`src/hw/rtl/sacl_pkg.sv`:
```
`timescale 1ns / 1ps
// ----------------------------------------------------------------------------
// sacl_pkg: shared types and constants of the set-associative cache lookup
// Field widths, register indexes, the stored line layout and the back-end
// sequencer states.
// ----------------------------------------------------------------------------
package sacl_pkg;

  // Fixed field widths
  localparam int ADDR_W     = 32;
  localparam int TAG_W      = 32;
  localparam int STAMP_W    = 32;
  localparam int CNT_W      = 32;
  localparam int WAY_OUT_W  = 3;

  // Configuration register widths and port layout
  localparam int SET_BITS_W = 4;
  localparam int WAYS_W     = 4;
  localparam int OFFSET_W   = 5;
  localparam int CFG_DATA_W = 5;
  localparam int CFG_IDX_W  = 2;

  // Configuration register indexes
  localparam logic [CFG_IDX_W-1:0] REG_SET_INDEX_BITS = 2'd0;
  localparam logic [CFG_IDX_W-1:0] REG_WAYS_IN_USE    = 2'd1;
  localparam logic [CFG_IDX_W-1:0] REG_OFFSET_BITS    = 2'd2;

  // Configuration reset values
  localparam logic [SET_BITS_W-1:0] RST_SET_INDEX_BITS = 4'd6;
  localparam logic [WAYS_W-1:0]     RST_WAYS_IN_USE    = 4'd4;
  localparam logic [OFFSET_W-1:0]   RST_OFFSET_BITS    = 5'd6;

  // Depth of the queue between front and back
  localparam int QUEUE_DEPTH = 2;

  // One stored cache line (valid, tag, LRU stamp)
  typedef struct packed {
    logic               valid;
    logic [TAG_W-1:0]   tag;
    logic [STAMP_W-1:0] stamp;
  } line_t;

  // Back-end sequencer states
  typedef enum logic [1:0] {
    S_CLEAR,
    S_IDLE,
    S_LOOKUP
  } back_state_t;

endpackage

```
`src/hw/rtl/sacl_front.sv`:
```
`timescale 1ns / 1ps
// ----------------------------------------------------------------------------
// sacl_front: address intake and classification
// Drops the block offset, splits the block number into set and tag, and
// pushes the request into the queue.
// ----------------------------------------------------------------------------
module sacl_front #(
  parameter int MAX_SETS = 256
) (
  input  logic                                              in_valid,
  output logic                                              in_ready,
  input  logic [sacl_pkg::ADDR_W-1:0]                       address,
  input  logic [sacl_pkg::SET_BITS_W-1:0]                   set_index_bits,
  input  logic [sacl_pkg::OFFSET_W-1:0]                     offset_bits,
  input  logic                                              clearing,
  output logic                                              push_valid,
  input  logic                                              push_ready,
  output logic [sacl_pkg::TAG_W+((MAX_SETS > 1) ? $clog2(MAX_SETS) : 1)-1:0] push_data
);

  localparam int SET_AW = (MAX_SETS > 1) ? $clog2(MAX_SETS) : 1;
  localparam int SB_MAX = $clog2(MAX_SETS + 1) - 1;

  logic [4:0]                  sb;
  logic [sacl_pkg::ADDR_W-1:0] blk;
  logic [SET_AW-1:0]           set_idx;
  logic [sacl_pkg::TAG_W-1:0]  tag;

  // Clamp set bits to what the set store holds
  always_comb begin
    if ({1'b0, set_index_bits} > 5'(SB_MAX)) begin
      sb = 5'(SB_MAX);
    end else begin
      sb = {1'b0, set_index_bits};
    end
  end

  // Block number, set index and tag
  assign blk     = address >> offset_bits;
  assign set_idx = blk[SET_AW-1:0] & ~({SET_AW{1'b1}} << sb);
  assign tag     = sacl_pkg::TAG_W'(blk >> sb);

  // No intake while the line store is being cleared
  assign push_valid = in_valid && !clearing;
  assign in_ready   = push_ready && !clearing;
  assign push_data  = {tag, set_idx};

endmodule

```
`config.mk`:
```
export PLATFORM = sky130hd
export DESIGN_NAME = sacl_front
export DESIGN_NICKNAME = d
export VERILOG_FILES = /design/src/hw/rtl/sacl_pkg.sv /design/src/hw/rtl/sacl_front.sv
export SDC_FILE = /design/constraint.sdc
export NUM_CORES = 1
export LEC_CHECK = 0
export BUFFER_PORTS_ARGS = -buffer_cell sky130_fd_sc_hd__buf_2
export CORE_MARGIN = 1.5
export CORE_UTILIZATION = 45
export DETAILED_ROUTE_END_ITERATION = 12
export PLACE_DENSITY = 0.69
export SYNTH_ARGS = -nofsm -noshare
export SYNTH_HDL_FRONTEND = slang
export SYNTH_SLANG_ARGS = --single-unit
```
`constraint.sdc`:
```
create_clock -name vclk -period 6.4
set_clock_uncertainty 0.15 [all_clocks]
set_input_delay 0.32 -clock vclk [all_inputs]
set_output_delay 0.32 -clock vclk [all_outputs]
set_load 0.05 [all_outputs]
```
* Word-level counts from Yosys, hierarchy flattened *
Cells that the tools add are included.
Widths: inputs -> output; s select.

word-level totals
  input port bits = 44
  output and inout bits = 42
  register bits after elaboration = 0
  word-level logic and storage cells = 10

cells by class
  bitwise logic cells = 2
  muxes and demuxes = 1
  reduce and logical (&&, ||, !) cells = 3
  $lt $le $gt $ge = 1
  shift operators = 3

operators by type and width
  cell                 count
  $shr 32x5->32        2
  $and 8x8->8          1
  $not 8->8            1
  $shl 8x5->8 const A  1
  $gt 4x4->1 const B   1
  $mux 4               1
  $logic_and 1x1->1    2
  $logic_not 1->1      1

* Logic depth before layout (Yosys ltp) *
Gate-level depths: netlist of the first run.

  depth after elaboration = 5
  gate-level depth with buffers = 11

* Worst setup path after synthesis of the first run *
OpenSTA, ideal clock, no wires.

  path type = input to output
  from = in offset_bits[1] (netlist name)
  to = out push_data[14] (netlist name)
  cell stages on the path = 8
  data required time = 5.930 ns
  setup slack = 2.634 ns
  arrival time = 3.296 ns
  cells stage by stage = buf_2 > or4b_1 > clkbuf_1 > a211oi_1 > nor2_1 > mux4_2 > and2_1 > a221oi_1

between the ends
  cells in the longest elaborated chain, start to end = 2

ends and longest elaborated chain
  element        RTL line          text
  from (decl)    sacl_front.sv:14  input logic [sacl_pkg::OFFSET_W-1:0] offset_bits,
  $shr 32x5->32  sacl_front.sv:39  assign blk = address >> offset_bits;
  $shr 32x5->32  sacl_front.sv:41  assign tag = sacl_pkg::TAG_W'(blk >> sb);
  to (decl)      sacl_front.sv:18  output logic [sacl_pkg::TAG_W+((MAX_SETS > 1) ? $clog2(MAX_SETS) : 1)-1:0] push_data

Every way passes these cells.

* Worst setup path after layout of the first run *
  from = in offset_bits[0] (netlist name)
  to = out push_data[17] (netlist name)

Same word-level chain as after synthesis.

==> summary.md, run 1 <==
| Metric | Value |
|---|---|
| Status | finished, final reports clean |
| Slowest cell delay on critical path | 0.64 ns |
| Register cell area after layout | 0 um^2 |
| First-pass GRT wire length | 18700 um |
| Largest net degree at the start of global routing | 53 |
| Placed Area | 3780 um^2 |
| Max Clk Rate | 250 MHz |
| Area Overhead vs Synth | 10.5% |
| Cts repair resizes | 0 |
| Crit path cell chain | buf_2 > buf_4 > mux4_2 > mux2i_1 > nor2_1 > a31oi_1 > o21ai_0 > mux4_2 > mux2_4 > buf_2 |
| Via/cell ratio | 6.97 |
| Antenna cells | 0 |
| Ys Warns | 0 |
| Slew Limit Fails | 0 |
| Synthesized area per cell | 7.93 um^2 |
| Min Tclk post-route | 4.00 ns |
| ANT nets after route | 0 |
| Initial drt markers | 417 |
| Worst path bufs/invs | 3 |
| Synthesized Nets | 475 |
| Count of input and output buffers | 86 |
| DRC Markers | 0 |
| Congestion Overflow GR | 0 |
| Vias | 4023 |
| Worst Hold Class | in -> out |
| Final cell count without fillers | 577 |
| Die W | 90.1 um |
| Setup TNS | 0 ns |
| Initial antenna violation count | 0 |
| Core area | 7290 um^2 |
| Ports | 86 |
| Hold_buf cts | 0 |
| Share of layout cells above drive strength 1 | 34.1% |
| Initial Util | 46.9% |
| Max_slew headroom | 27.5% |
| 1st-pass router iterations | 5 |
| Final Cell Area | 3780 um^2 |
| Met2 usage | 41.9% |
| Fill cells | 745 |
| WP data arrival | 3.53 ns |
| Vias in the first global route | 3494 |
| Unrepaired setup endpoints after global routing | no |
| Commonest non-fill, non-tap cells in the layout | buf_2, nor2_1, nand2_1, mux4_2, a21oi_1 |
| Netlist Area Pre-Place | 3420 um^2 |
| Critical-path top delay cell | mux4_2 |
| Drt wl/cell | 20.0 um |
| Period utilization | 62.5% |
| Clock buffers | 0 |
| Pwr dens | 122 nW/um^2 |
| Die Ht | 90.1 um |
| Final setup fails | 0 |
| Share of the synthesized area in the top cell type | 23.1% |
| Post-CTS Repair Setup Buffers | 0 |
| Setup slack at placement | 2.44 ns |
| Actual slew at the worst max-slew pin | 1.08 ns |
| CP Data Required Time | 5.93 ns |
| Seq/Total Area, Yosys | 0% |
| Fin. Hold Viols | 0 |
| Cells after Synth | 431 |
| Delay-heaviest family, CP | multiplexers |
| M3 GR Usage | 2.71% |
| Placed Instances | 577 |
| Hold WS | 0.809 ns |
| Peak supply drop | 0.0000532 V |
| Synth area leader | mux4_2 |
| Site Rows | 31 |
| Yosys cell types | 62 |
| Crit path launch type | input port |
| Placer Congestion | 0.982 |
| Most Crowded Layer GR | met1 |
| Final nets | 524 |
| Max Cap Violations | 0 |
| Critical path class | in -> out |
| Commonest non-fill, non-tap cell in the layout | buf_2 |
| Final WS setup | 2.40 ns |
| DP Wirelength | 8750 um |
| Die footprint | 8130 um^2 |
| FFs & Latches | 0 |
| Tot GR Track Use | 27.4% |
| Leak | 0.00149 uW |
| Drt total wl | 11500 um |
| Crit path max fanout | 52 |
| Kind of end point of the critical path | output pin |
| GR met1 Demand/Resource | 42.2% |
| Synth area leaders | mux4_2, mux2i_1, nor2_1 |
==> report_power, final <==
group | total [uW] | switching [uW] | internal, uW
Combinational | 459 | 303 | 156
Sequential | 0 | 0 | 0
Clock | 0 | 0 | 0
Total | 459 | 303 | 156
==> per-layer routing <==
layer	up-vias	part of all wire, %
met5	-	0
met4	0	1.6
met3	16	11
met2	282	44
met1	1911	43
li1	1814	-
==> through the flow <==
| step | total power, uW | utilization [%] |
|---|---|---|
| 6_report | 459 | 51.8 |
| 2_1_floorplan | 350 | - |
| 4_1_cts | 450 | 51.8 |
| 3_5_place_dp | 450 | 51.8 |
| 3_3_place_gp | 446 | 51.8 |
| 5_1_grt | 487 | 51.8 |
==> cells by family (layout without fill, tap and decap cells) <==
logic type             Yosys count  count (layout)  share of synthesized area, %
buffers and inverters           52              99                          7.65
AO/OA/AOI/OAI                  141             141                          29.6
multiplexers                    88              88                          42.7
AND/OR/NAND/NOR                150             150                          20.1
==> tightest hold or removal path: stages <==
cell     delay, ns
buf_2         0.09
nor2b_1       0.04
buf_2         0.20
==> area by class of cell <==
class	count	area (um^2)	share of cell area [%]
Inverter	9	33.8	0.895
Multi-Input combinational cell	379	3160	83.6
Timing Repair Buffer	90	460	12.2
Tap cell	99	124	3.28
==> cell usage after synthesis, types with 2 or more instances <==
master     instances
buf_12             2
a22oi_1            8
a211oi_1           9
or2_2              4
a311oi_1           2
a21o_1             3
a2bb2oi_1          2
buf_6              2
o21a_1             2
mux2i_4            5
mux4_2            35
a31oi_1            7
o31ai_1            2
buf_1              3
nand3_1            9
a21oi_2            3
o22a_1             4
o211ai_1           4
a21oi_1           30
mux2_2            15
o21ai_0           14
buf_4              2
a2111oi_0          3
and3_1             2
mux4_1             3
mux2i_1           27
and2_1             4
nor2b_1           10
o22ai_1           19
o221ai_1           8
clkbuf_1          25
a222oi_1           2
buf_2              9
nor3_1            16
nand2b_1           6
nor2_1            47
a221oi_1           8
inv_1              7
nand2_1           45
==> path summary, 6_finish.rpt <==
kind / start / end / slack (ns) / depth (start not counted)
min: clearing / in_ready / 0.81 / 3
max: offset_bits[0] / push_data[17] / 2.40 / 10
Power figures use the tool's default switching activity.
==> run 2, diff against run 1 <==
- clock period: 6.4 -> 3.8 ns (I/O delays scaled with it)
==> summary.md, run 2 (synthesis gave the netlist of run 1 again) <==
| Metric | Value |
|---|---|
| Register cell area after layout | 0 um^2 (unchanged) |
| Clock buffers | 0 (unchanged) |
| Setup TNS | 0 ns (unchanged) |
| Psw | 513 uW (was 303 uW) |
| Die Ht | 90.1 um (unchanged) |
| Post-layout util | 53.6% (was 51.8%) |
| Final setup fails | 0 (unchanged) |
| Sequential power share | 0% (about the same) |
| Share of layout cells above drive strength 1 | 36.2% (was 34.1%) |
| Period utilization | 90.0% |
| Site Rows | 31 (unchanged) |
| DP Wirelength | 9410 um (was 8750 um) |
| Die W | 90.1 um (unchanged) |
| Worst Hold Class | in -> out (unchanged) |
| Die footprint | 8130 um^2 (unchanged) |
| Crit path launch type | input port (unchanged) |
| Initial drt markers | 419 (was 417) |
| Max_slew headroom | 45.9% (was 27.5%) |
| Post-CTS Repair Setup Buffers | 0 (unchanged) |
| Unrepaired setup endpoints after global routing | no (unchanged) |
| Final Cell Area | 3910 um^2 (was 3780 um^2) |
| Fin. Hold Viols | 0 (unchanged) |
| Kind of end point of the critical path | output pin (unchanged) |
| Cts repair resizes | 0 (unchanged) |
| Largest net degree at the start of global routing | 28 (was 53) |
| WP data arrival | 3.08 ns (was 3.53 ns) |
| Initial antenna violation count | 0 (unchanged) |
| DRC Markers | 0 (unchanged) |
| P_int | 280 uW (was 156 uW) |
| Commonest non-fill, non-tap cell in the layout | buf_2 (unchanged) |
| Congestion Overflow GR | 0 (unchanged) |
| Switching Share | 64.7% (was 66.0%) |
| Max Cap Violations | 0 (unchanged) |
| Hold_buf cts | 0 (unchanged) |
| FFs & Latches | 0 (unchanged) |
| Slew Limit Fails | 0 (unchanged) |
| Placer Congestion | 0.976 (was 0.982) |
| Core area | 7290 um^2 (unchanged) |
| CP Data Required Time | 3.46 ns (was 5.93 ns) |
| Count of input and output buffers | 86 (unchanged) |
| Antenna cells | 0 (unchanged) |
| Clock share of power | 0% (about the same) |
| 1st-pass router iterations | 5 (unchanged) |
| Peak supply drop | 0.0000991 V (was 0.0000532 V) |
| Status | finished, final reports clean (unchanged) |
| Gate power share | 100.0% (about the same) |
| Hold Startpoint | clearing (unchanged) |
| Min Tclk post-route | 3.42 ns |
| Pwr dens | 203 nW/um^2 (was 122 nW/um^2) |
| Drt total wl | 12000 um (was 11500 um) |
| Hold path cells | 3 (unchanged) |
| Max Clk Rate | 293 MHz |
| Final nets | 540 (was 524) |
| Hold WS | 0.549 ns (was 0.809 ns) |
| Initial Util | 46.9% (unchanged) |
| Placed Area | 3910 um^2 (was 3780 um^2) |
| Ports | 86 (unchanged) |
| Leak | 0.00157 uW (was 0.00149 uW) |
| Vias | 4074 (was 4023) |
| Tot GR Track Use | 28.7% (was 27.4%) |
| ANT nets after route | 0 (unchanged) |
| Commonest non-fill, non-tap cells in the layout | buf_2, nor2_1, nand2_1, mux4_2, a21oi_1 (unchanged) |
| Actual slew at the worst max-slew pin | 0.808 ns (was 1.08 ns) |
| Via/cell ratio | 6.87 (was 6.97) |
| Area Overhead vs Synth | 14.4% (was 10.5%) |
| Hold Path Sink | in_ready (unchanged) |
| Crit path max fanout | 20 (was 52) |
| Vias in the first global route | 3669 (was 3494) |
| First-pass GRT wire length | 19500 um (was 18700 um) |
| Critical path class | in -> out (unchanged) |
| Drt wl/cell | 20.2 um (was 20.0 um) |
==> run 2: cell types whose count changed in the layout (fill, tap and decap cells not counted), sizes merged <==
cell	delta
buf	+16
==> run 2: worst max path at each step <==
stage | start | to | slack, ns | cells after the start
finish | offset_bits[0] | push_data[17] | 0.38 | 10
global route | offset_bits[0] | push_data[10] | 0.18 | 10
CTS | offset_bits[0] | push_data[17] | 0.40 | 10
detailed placement | offset_bits[0] | push_data[17] | 0.42 | 10
global placement | offset_bits[0] | push_data[17] | 0.43 | 10
floorplan | offset_bits[1] | push_data[14] | 0.29 | 8
==> run 2: metrics by stage <==
step	setup slack [ns]	std cells	total power, uW
final	0.381	593	794
after global routing	0.179	593	841
after CTS	0.402	593	781
after detailed placement	0.421	593	779
after global placement	0.426	593	774
after floorplan	0.294	431	589
==> run 2: final cells by class <==
type,count,area (um^2)
tap,99,124
timing repair buffer,106,593
inverter,9,33.8
multi-input combinational,379,3160
fill,722,3380
==> run 2: power groups by stage <==
stage	Sequential, uW	Combinational, uW	Clock [uW]
after detailed placement	0	779	0
after global placement	0	774	0
after global routing	0	841	0
after floorplan	0	589	0
after CTS	0	781	0
final	0	794	0
==> run 2: worst max-delay path: stages <==
cell and delay (ns):
buf_2 0.28, buf_12 0.22, mux4_2 0.53, mux2i_1 0.32
mux2i_1 0.28, nand3_1 0.15, o21ai_0 0.13, mux4_2 0.50
mux2_4 0.27, buf_2 0.21
==> run 2: per-layer routing <==
metal | share of wire [%] | GRT usage (%)
met5 | 0 | 0
met4 | 1.5 | 4.37
met3 | 10 | 1.86
met2 | 46 | 46.3
met1 | 43 | 42.7
