--- config.mk ---
export PLATFORM = sky130hd
export DESIGN_NAME = sacl_queue
export DESIGN_NICKNAME = d
export VERILOG_FILES = /design/src/hw/rtl/sacl_pkg.sv /design/src/hw/rtl/sacl_queue.sv
export SDC_FILE = /design/constraint.sdc
export NUM_CORES = 1
export LEC_CHECK = 0
export BUFFER_PORTS_ARGS = -buffer_cell sky130_fd_sc_hd__buf_4
export CAP_MARGIN = 0
export CELL_PAD_IN_SITES_DETAIL_PLACEMENT = 1
export CELL_PAD_IN_SITES_GLOBAL_PLACEMENT = 1
export CORE_MARGIN = 3
export CORE_UTILIZATION = 40
export DETAILED_ROUTE_END_ITERATION = 8
export PLACE_DENSITY_LB_ADDON = 0.1
export SLEW_MARGIN = 20
export SYNTH_ARGS = -nofsm -noshare
export SYNTH_HDL_FRONTEND = slang
export SYNTH_SLANG_ARGS = --single-unit
--- constraint.sdc ---
create_clock -name clk -period 1.63 [get_ports clk]
set_input_delay 0.2445 -clock clk [delete_from_list [all_inputs] [get_ports clk]]
set_output_delay 0.2445 -clock clk [all_outputs]
set_load 0.02 [all_outputs]
--- src/hw/rtl/sacl_pkg.sv ---
`timescale 1ns / 1ps
// ----------------------------------------------------------------------------
// sacl_pkg: shared types and constants of the set-associative cache lookup
// Field widths, register indexes, the stored line layout and the back-end
// sequencer states.
// ----------------------------------------------------------------------------
package sacl_pkg;

  // Fixed field widths
  localparam int ADDR_W     = 32;
  localparam int TAG_W      = 32;
  localparam int STAMP_W    = 32;
  localparam int CNT_W      = 32;
  localparam int WAY_OUT_W  = 3;

  // Configuration register widths and port layout
  localparam int SET_BITS_W = 4;
  localparam int WAYS_W     = 4;
  localparam int OFFSET_W   = 5;
  localparam int CFG_DATA_W = 5;
  localparam int CFG_IDX_W  = 2;

  // Configuration register indexes
  localparam logic [CFG_IDX_W-1:0] REG_SET_INDEX_BITS = 2'd0;
  localparam logic [CFG_IDX_W-1:0] REG_WAYS_IN_USE    = 2'd1;
  localparam logic [CFG_IDX_W-1:0] REG_OFFSET_BITS    = 2'd2;

  // Configuration reset values
  localparam logic [SET_BITS_W-1:0] RST_SET_INDEX_BITS = 4'd6;
  localparam logic [WAYS_W-1:0]     RST_WAYS_IN_USE    = 4'd4;
  localparam logic [OFFSET_W-1:0]   RST_OFFSET_BITS    = 5'd6;

  // Depth of the queue between front and back
  localparam int QUEUE_DEPTH = 2;

  // One stored cache line (valid, tag, LRU stamp)
  typedef struct packed {
    logic               valid;
    logic [TAG_W-1:0]   tag;
    logic [STAMP_W-1:0] stamp;
  } line_t;

  // Back-end sequencer states
  typedef enum logic [1:0] {
    S_CLEAR,
    S_IDLE,
    S_LOOKUP
  } back_state_t;

endpackage

--- src/hw/rtl/sacl_queue.sv ---
`timescale 1ns / 1ps
// ----------------------------------------------------------------------------
// sacl_queue: short request queue between front and back
// Small FIFO with valid/ready on both sides; push ready means not full.
// ----------------------------------------------------------------------------
module sacl_queue #(
  parameter int WIDTH = 8
) (
  input  logic             clk,
  input  logic             rst,
  input  logic             in_valid,
  output logic             in_ready,
  input  logic [WIDTH-1:0] in_data,
  output logic             out_valid,
  input  logic             out_ready,
  output logic [WIDTH-1:0] out_data
);

  localparam int PTR_W = (sacl_pkg::QUEUE_DEPTH > 1) ? $clog2(sacl_pkg::QUEUE_DEPTH) : 1;
  localparam int CNT_W = $clog2(sacl_pkg::QUEUE_DEPTH + 1);

  logic [WIDTH-1:0] slot [sacl_pkg::QUEUE_DEPTH];
  logic [PTR_W-1:0] wr_ptr;
  logic [PTR_W-1:0] rd_ptr;
  logic [CNT_W-1:0] fill;
  logic             push;
  logic             pop;

  assign in_ready  = (fill != CNT_W'(sacl_pkg::QUEUE_DEPTH));
  assign out_valid = (fill != '0);
  assign out_data  = slot[rd_ptr];
  assign push      = in_valid && in_ready;
  assign pop       = out_valid && out_ready;

  // Pointers and fill level
  always_ff @(posedge clk) begin
    if (rst) begin
      wr_ptr <= '0;
      rd_ptr <= '0;
      fill   <= '0;
    end else begin
      if (push) begin
        wr_ptr <= (wr_ptr == PTR_W'(sacl_pkg::QUEUE_DEPTH - 1)) ? '0 : wr_ptr + 1'b1;
      end
      if (pop) begin
        rd_ptr <= (rd_ptr == PTR_W'(sacl_pkg::QUEUE_DEPTH - 1)) ? '0 : rd_ptr + 1'b1;
      end
      if (push && !pop) begin
        fill <= fill + 1'b1;
      end else if (pop && !push) begin
        fill <= fill - 1'b1;
      end
    end
  end

  // Storage
  always_ff @(posedge clk) begin
    if (push) begin
      slot[wr_ptr] <= in_data;
    end
  end

endmodule

After elaboration in Yosys (flattened, before gate mapping)
Memory sizes are Yosys's and may differ from the RTL's. A register that Yosys moved wholly into a read port is not among the register bits.
Index checks and enable logic that the tools add are counted.
W data, S select, Z words.
{"block": "classes", "reduce_logical": 8, "eq_ne": 1, "addsub": 4, "muxes": 8}
{"op": "$mux W1", "count": 6}
{"op": "$logic_and A1 B1 Y1", "count": 4}
{"op": "$mux W2", "count": 2}
{"op": "$reduce_bool A2 Y1", "count": 2}
{"op": "$add A1 B1 Y1 const B", "count": 2}
{"op": "$add A2 B1 Y2 const B", "count": 1}
{"op": "$logic_not A1 Y1", "count": 2}
{"op": "$ne A2 B2 Y1 const B", "count": 1}
{"op": "$sub A2 B1 Y2 const B", "count": 1}
{"block": "totals", "word_cells": 25, "ram_bits": 16, "memories": 1, "register_bits": 4}
{"name": "slot", "depth": 2, "width": 8, "read_ports": 1, "rd_ports_with_merged_regs": 1, "write_ports": 1, "line": "sacl_queue.sv:22", "rtl": "logic [WIDTH-1:0] slot [sacl_pkg::QUEUE_DEPTH];"}

Depth between registers and ports, before layout
Gate-level depths: netlist of the first run.
{"block": "depth", "depth_word": 6, "depth_mapped": 6, "ltp_nobuf": 6}

Least setup slack after synthesis of the first run
No wires, ideal clock.
{"block": "synth_path", "path_kind": "register to register", "start": "register fill[0]", "end": "register fill[1]", "period_less_slack_ps": 1524, "arrival_ps": 1454, "n_path_buf": 0, "setup_time_ps": 70, "path_stages_with_launch": 6, "setup_slack_ps": 106, "cell_sequence": "dfxtp_1 nand2b_4 and2_1 ha_1 or3_1 a21oi_1"}
{"block": "synth_between", "elab_chain_cells": 5}
{"element": "from (decl)", "line": "sacl_queue.sv:25", "rtl": "logic [CNT_W-1:0] fill;"}
{"element": "from (signal assigned)", "line": "sacl_queue.sv:49", "rtl": "fill <= fill + 1'b1;"}
{"element": "from (signal assigned)", "line": "sacl_queue.sv:51", "rtl": "fill <= fill - 1'b1;"}
{"element": "$ne A2 B2 Y1 *", "line": "sacl_queue.sv:29", "rtl": "assign in_ready = (fill != CNT_W'(sacl_pkg::QUEUE_DEPTH));"}
{"element": "via in_ready", "line": "sacl_queue.sv:12", "rtl": "output logic in_ready,"}
{"element": "$logic_and A1 B1 Y1 *", "line": "sacl_queue.sv:32", "rtl": "assign push = in_valid && in_ready;"}
{"element": "$logic_not A1 Y1", "line": "sacl_queue.sv:50", "rtl": "end else if (pop && !push) begin"}
{"element": "$logic_and A1 B1 Y1", "line": "sacl_queue.sv:50"}
{"element": "$reduce_bool A2 Y1 (no line)"}
Mark *: on every way through the listed nets, which the timed path passes. The rest lies on a longest branch. The select of a mux whose other input is x is not followed.
A chain may end at the register's enable or synchronous reset.

Final worst setup path of the first run
{"block": "layout_path", "start": "register fill[0]", "end": "register fill[1]"}
{"block": "layout_between", "elab_chain_cells": 5}
{"element": "branches (longest 5 deep; another with $sub A2 B1 Y2)"}
Parallel ways; which one is timed is not known. The select of a mux whose other input is x is not followed.

==> flow_metrics.tcl, run 1 <==
set metrics [dict create \
    status "finished clean" \
    clock.fmax_ghz 0.645 \
    grt_max_degree 12 \
    finish.instance_area_um2 1050 \
    hold_buffers 0 \
    maxCapViolations 0 \
    fp.dieW_um 50.9 \
    avgViaCountPerCell 4.76 \
    vias 471 \
    utilization_pct 57.7 \
    syn_inst 49 \
    clock_skew_ps 1.34 \
    hold_depth 1 \
    synth_cell_types 17 \
    slew_headroom_pct 73.5 \
    cts_buffers 3 \
    crit_fanout 5 \
    hp-class "in2reg" \
    cts_root_buf "clkbuf_4" \
    period_share_pct 95.2 \
    drive_gt1_share_pct 56.8 \
    wl_um 1380 \
    cts.clk_slew.worst_paths_ps 110 \
    layout.nets 88 \
    setup_viol 0 \
    leakage_nw 0.408 \
    place_area_um2 997 \
    die_y_um 50.9 \
    post_synth_instance_area_um2 806 \
    areaGrowthSynthToFinish_pct 30.4 \
    core_um2 1820 \
    irDropWorstVdd_mv 0.914 \
    required_ps 1860 \
    start_util_pct 44.3 \
    cts_tree "done" \
    worstSetupPathType "reg2reg" \
    grt.overflow.total 0 \
    yosys_warnings 0 \
    tightest_slew_ps 398 \
    ys_seq_elements 21 \
    antenna_found_initial 0 \
    cts_max_level 1 \
    synth.net_count 62 \
    final_cell_count_no_fill 99 \
    layout_commonest_cell "buf_4" \
    first_iter_violations 6 \
    row_count 15 \
    dieArea_um2 2590 \
    r2r_cells 6 \
    grt_pass1_wl_um 2070 \
    io_pins 22 \
    cts.sinks 21 \
    track_usage_pct 10.9 \
    wl_per_cell_um 14.0 \
    finalMaxSlewViolations 0 \
    power.density_nw_per_um2 1550 \
    nFillCells 189 \
    final_hold_viol_count 0 \
    gp_congestion 0.639 \
    syn_avg_cell_area_um2 16.4 \
    fin_crit_ps 1550 \
    mostFrequentLayoutCells "22 x buf_4, 16 x edfxtp_1, 8 x mux2_2" \
    dp.cells 95 \
    whs_ps 128 \
    grt_pass1_vias 487 \
    critPathCaptureType "flop" \
    seq_area_frac_synth_pct 72.0 \
    clock_path_buffers 2 \
    power_w 0.00163 \
    crit_path_start_kind "flop" \
    first_pass_iters 4 \
    cts_setup_buffers 0 \
    place_hpwl_um 998 \
    critPathArrivalTime_ps 1780 \
    num_antenna_cells 0 \
    portBuffers 21 \
    postRouteAntennaNets 0 \
    drc 0 \
    clkLatencyLatePin_ps 290 \
]
[path summary, 6_finish.rpt]
path | to | slack, ps | startpoint
setup reg to reg | fill[1] | 80 | fill[0]
setup / recovery | fill[1] | 80 | fill[0]
hold reg to reg | flop | 530 | rd_ptr
hold / removal | slot[1][6] | 130 | in_data[6]
[cells by family after synthesis]
kind of cell	share of synthesized area (%)
flip-flops	72.1
AND/OR/NAND/NOR	7.14
multiplexers	11.2
AO/OA/AOI/OAI	3.73
XOR/XNOR	3.26
buffers and inverters	1.09
adder cells (fa/ha/maj)	1.55
[per-stage QoR]
stage / setup WS [ps] / TNS (ps)
after floorplan: 106 / 0
after global placement: 110 / 0
after detailed placement: 32.4 / 0
after CTS: 2.30 / 0
after global routing: -7.22 / -7.22
final: 79.0 / 0
[registers in the layout, indices dropped and copies added, names as in the netlist, named ones only]
register,count
slot,16
fill,2
rd_ptr,1
wr_ptr,1
[power breakdown]
group | internal (W) | switching, W | leakage (nW)
Sequential | 0.000690 | 0.0000726 | 0.192
Clock | 0.0000951 | 0.000142 | 0.0150
Combinational | 0.000326 | 0.000302 | 0.201
Total | 0.00111 | 0.000517 | 0.408
[worst max-delay path, stage by stage, from the launching register on]
cell and delay, ps:
dfxtp_4 370, nand2b_4 150, and2_1 190, ha_4 160
xor2_1 150, or3_4 330, a21oi_2 130
[per-layer routing]
layer	global-route usage (%)	wire length, um	vias to the layer above
li1	-	-	229
met3	3.79	100	2
met4	2.69	8	0
met1	12.8	556	224
met5	0	0	-
met2	19.1	717	16
[area by class of cell]
type	count	area, um^2	area share, %
inverters	1	3.75	0.357
multi-input cells	26	238	22.6
flip-flops and latches	21	587	55.8
repair buffers	22	165	15.7
clock buffers	4	26.3	2.50
well taps	25	31.3	2.98
[synthesized netlist by cell type (all sizes together)]
library cell | instances | area [um^2]
or2 | 1 | 6.26
ha | 1 | 12.5
and3 | 1 | 6.26
inv | 1 | 3.75
mux2 | 8 | 90.1
dfxtp | 5 | 100
or3 | 1 | 6.26
buf | 1 | 5.00
nand2b | 1 | 13.8
o21ai | 2 | 10.0
and2 | 1 | 6.26
nor2 | 3 | 11.3
a21bo | 1 | 10.0
a21oi | 2 | 10.0
xor2 | 3 | 26.3
edfxtp | 16 | 480
nand3b | 1 | 7.51
[repair_timing]
item	CTS	global route
hold endpoints to repair	0	0
endpoints found under the setup margin	8	1
gates cloned	0	0
gates resized for setup	1	7
No activity file was read; power rests on OpenSTA's default activity.
==> inputs of run 2 (changes only) <==
Settings changed: CORE_UTILIZATION 40 to 36.
Clock period 1.63 ns to 1.3 ns, I/O delays scaled along.
==> flow_metrics.tcl, run 2 (synthesis results as in run 1) <==
set metrics [dict create \
    power_frac_clock_pct 12.4 \
    track_usage_pct 12.1 \
    layout_commonest_cell "edfxtp_1" \
    min_to "slot[0][1]" \
    final_hold_viol_count 0 \
    rr_startpoint "fill[0]" \
    dp_slack_ps -136 \
    num_antenna_cells 0 \
    finalMaxSlewViolations 0 \
    place_area_um2 1090 \
    drc 0 \
    hold_depth 1 \
    gp_congestion 0.697 \
    place_hpwl_um 1120 \
    avgViaCountPerCell 4.60 \
    clock_skew_ps 6.85 \
    p_sw_w 0.000752 \
    layout.nets 96 \
    leakage_nw 0.501 \
    drive_gt1_share_pct 63.4 \
    crit_fanout 3 \
    min_from "in_data[1]" \
    largestRegisters "slot (16), fill (2)" \
    setup_viol 10 \
    irDropWorstVdd_mv 1.11 \
    cts_max_level 1 \
    cts_buffers 3 \
    fp.dieW_um 53.3 \
    mostFrequentLayoutCells "16 x edfxtp_1, 15 x buf_4, 13 x buf_6, 8 x mux2_4" \
    required_ps 1530 \
    p_seq_share_pct 40.2 \
    dieArea_um2 2840 \
    worstSetupPathType "reg2reg" \
    r2r_cells 6 \
    power.density_nw_per_um2 1970 \
    critPathCaptureType "flop" \
    postRouteAntennaNets 0 \
    vias 501 \
    areaGrowthSynthToFinish_pct 53.1 \
    antenna_found_initial 0 \
    start_util_pct 39.5 \
    cts.sinks 21 \
    first_pass_iters 2 \
    maxCapViolations 0 \
    wl_per_cell_um 14.1 \
    status "finished with violations" \
    comb_power_share_pct 47.4 \
    hold_buffers 0 \
    utilization_pct 60.4 \
    clock_path_buffers 2 \
    slew_headroom_pct 86.0 \
    row_count 16 \
    internal_power_w 0.00168 \
    largest_register "slot" \
    grt.overflow.total 0 \
    cts_root_buf "clkbuf_4" \
    finalWorstSetupSlack_ps -122 \
    portBuffers 21 \
    io_pins 22 \
    violations "setup timing" \
    r2r_setup_slack_ps -120 \
    grt_setup_unrepaired "yes" \
    tightest_slew_ps 210 \
    fin_crit_ps 1420 \
    grt_max_degree 14 \
    finish.instance_area_um2 1230 \
    hp-class "in2reg" \
    crit_path_start_kind "flop" \
    cts_tree "done" \
    clkLatencyLatePin_ps 300 \
    clock.fmax_ghz 0.703 \
    core_um2 2040 \
    largest_register_ffs 16 \
    period_share_pct 109 \
    reg2reg_to "fill[1]" \
    critPathArrivalTime_ps 1660 \
    netSwitchingFraction_pct 30.9 \
    first_iter_violations 7 \
    grt_pass1_wl_um 2400 \
    grt_pass1_vias 525 \
    wl_um 1540 \
    cts.clk_slew.worst_paths_ps 110 \
    die_y_um 53.3 \
]
[run 2: worst max path at each step]
stage	from	end	slack, ps	cells after the start
floorplan	fill[0]	fill[1]	-100	6
global placement	fill[1]	fill[1]	-110	4
detailed placement	fill[1]	fill[1]	-140	4
CTS	flop	out_data[2]	-140	2
global route	fill[0]	fill[1]	-190	6
finish	fill[0]	fill[1]	-120	6
[run 2: timing repair]
action                     in CTS  in global routing
resized for setup              26                  3
pin swaps                       0                  2
setup endpoints to repair      12                 12
buffers inserted                1                  1
[run 2: cell type report]
class | instances | area (um^2)
clock buffers | 3 | 22.5
clock inverters | 1 | 7.51
fillers | 197 | 808
inverters | 1 | 3.75
multi-input cells | 26 | 275
flip-flops and latches | 21 | 592
well taps | 27 | 33.8
repair buffers | 30 | 299
[run 2: per-layer routing]
layer  vias up  global-route usage (%)  routed length, um
li1        248                       -                  -
met1       235                    13.2                575
met2        16                    21.4                873
met3         2                    4.51                 86
met4         0                    3.83                  6
met5         -                       0                  0
[run 2: stage by stage]
step | total power, W | setup TNS (ps) | hold WS [ps] | instances
floorplan | 0.00144 | -97.3 | 260 | 49
finish | 0.00243 | -961 | 74.2 | 109
CTS | 0.00239 | -1210 | 57.1 | 108
global route | 0.00258 | -1510 | 53.5 | 109
detailed placement | 0.00185 | -136 | 385 | 103
global placement | 0.00182 | -108 | 381 | 103
[run 2: power groups by stage]
stage               Sequential [W]  Clock [W]  Combinational [W]
global placement          0.000954          0           0.000869
global route              0.000992   0.000345            0.00124
CTS                       0.000985   0.000324            0.00108
floorplan                 0.000916          0           0.000522
detailed placement        0.000963          0           0.000887
finish                    0.000978   0.000301            0.00115
[run 2: worst max-delay path: stages, from the launching register on]
cell and delay, ps:
dfxtp_4 370, nand2b_4 140, and2_4 140, ha_4 160, xor2_2 150, or3_1 300
a21oi_1 120
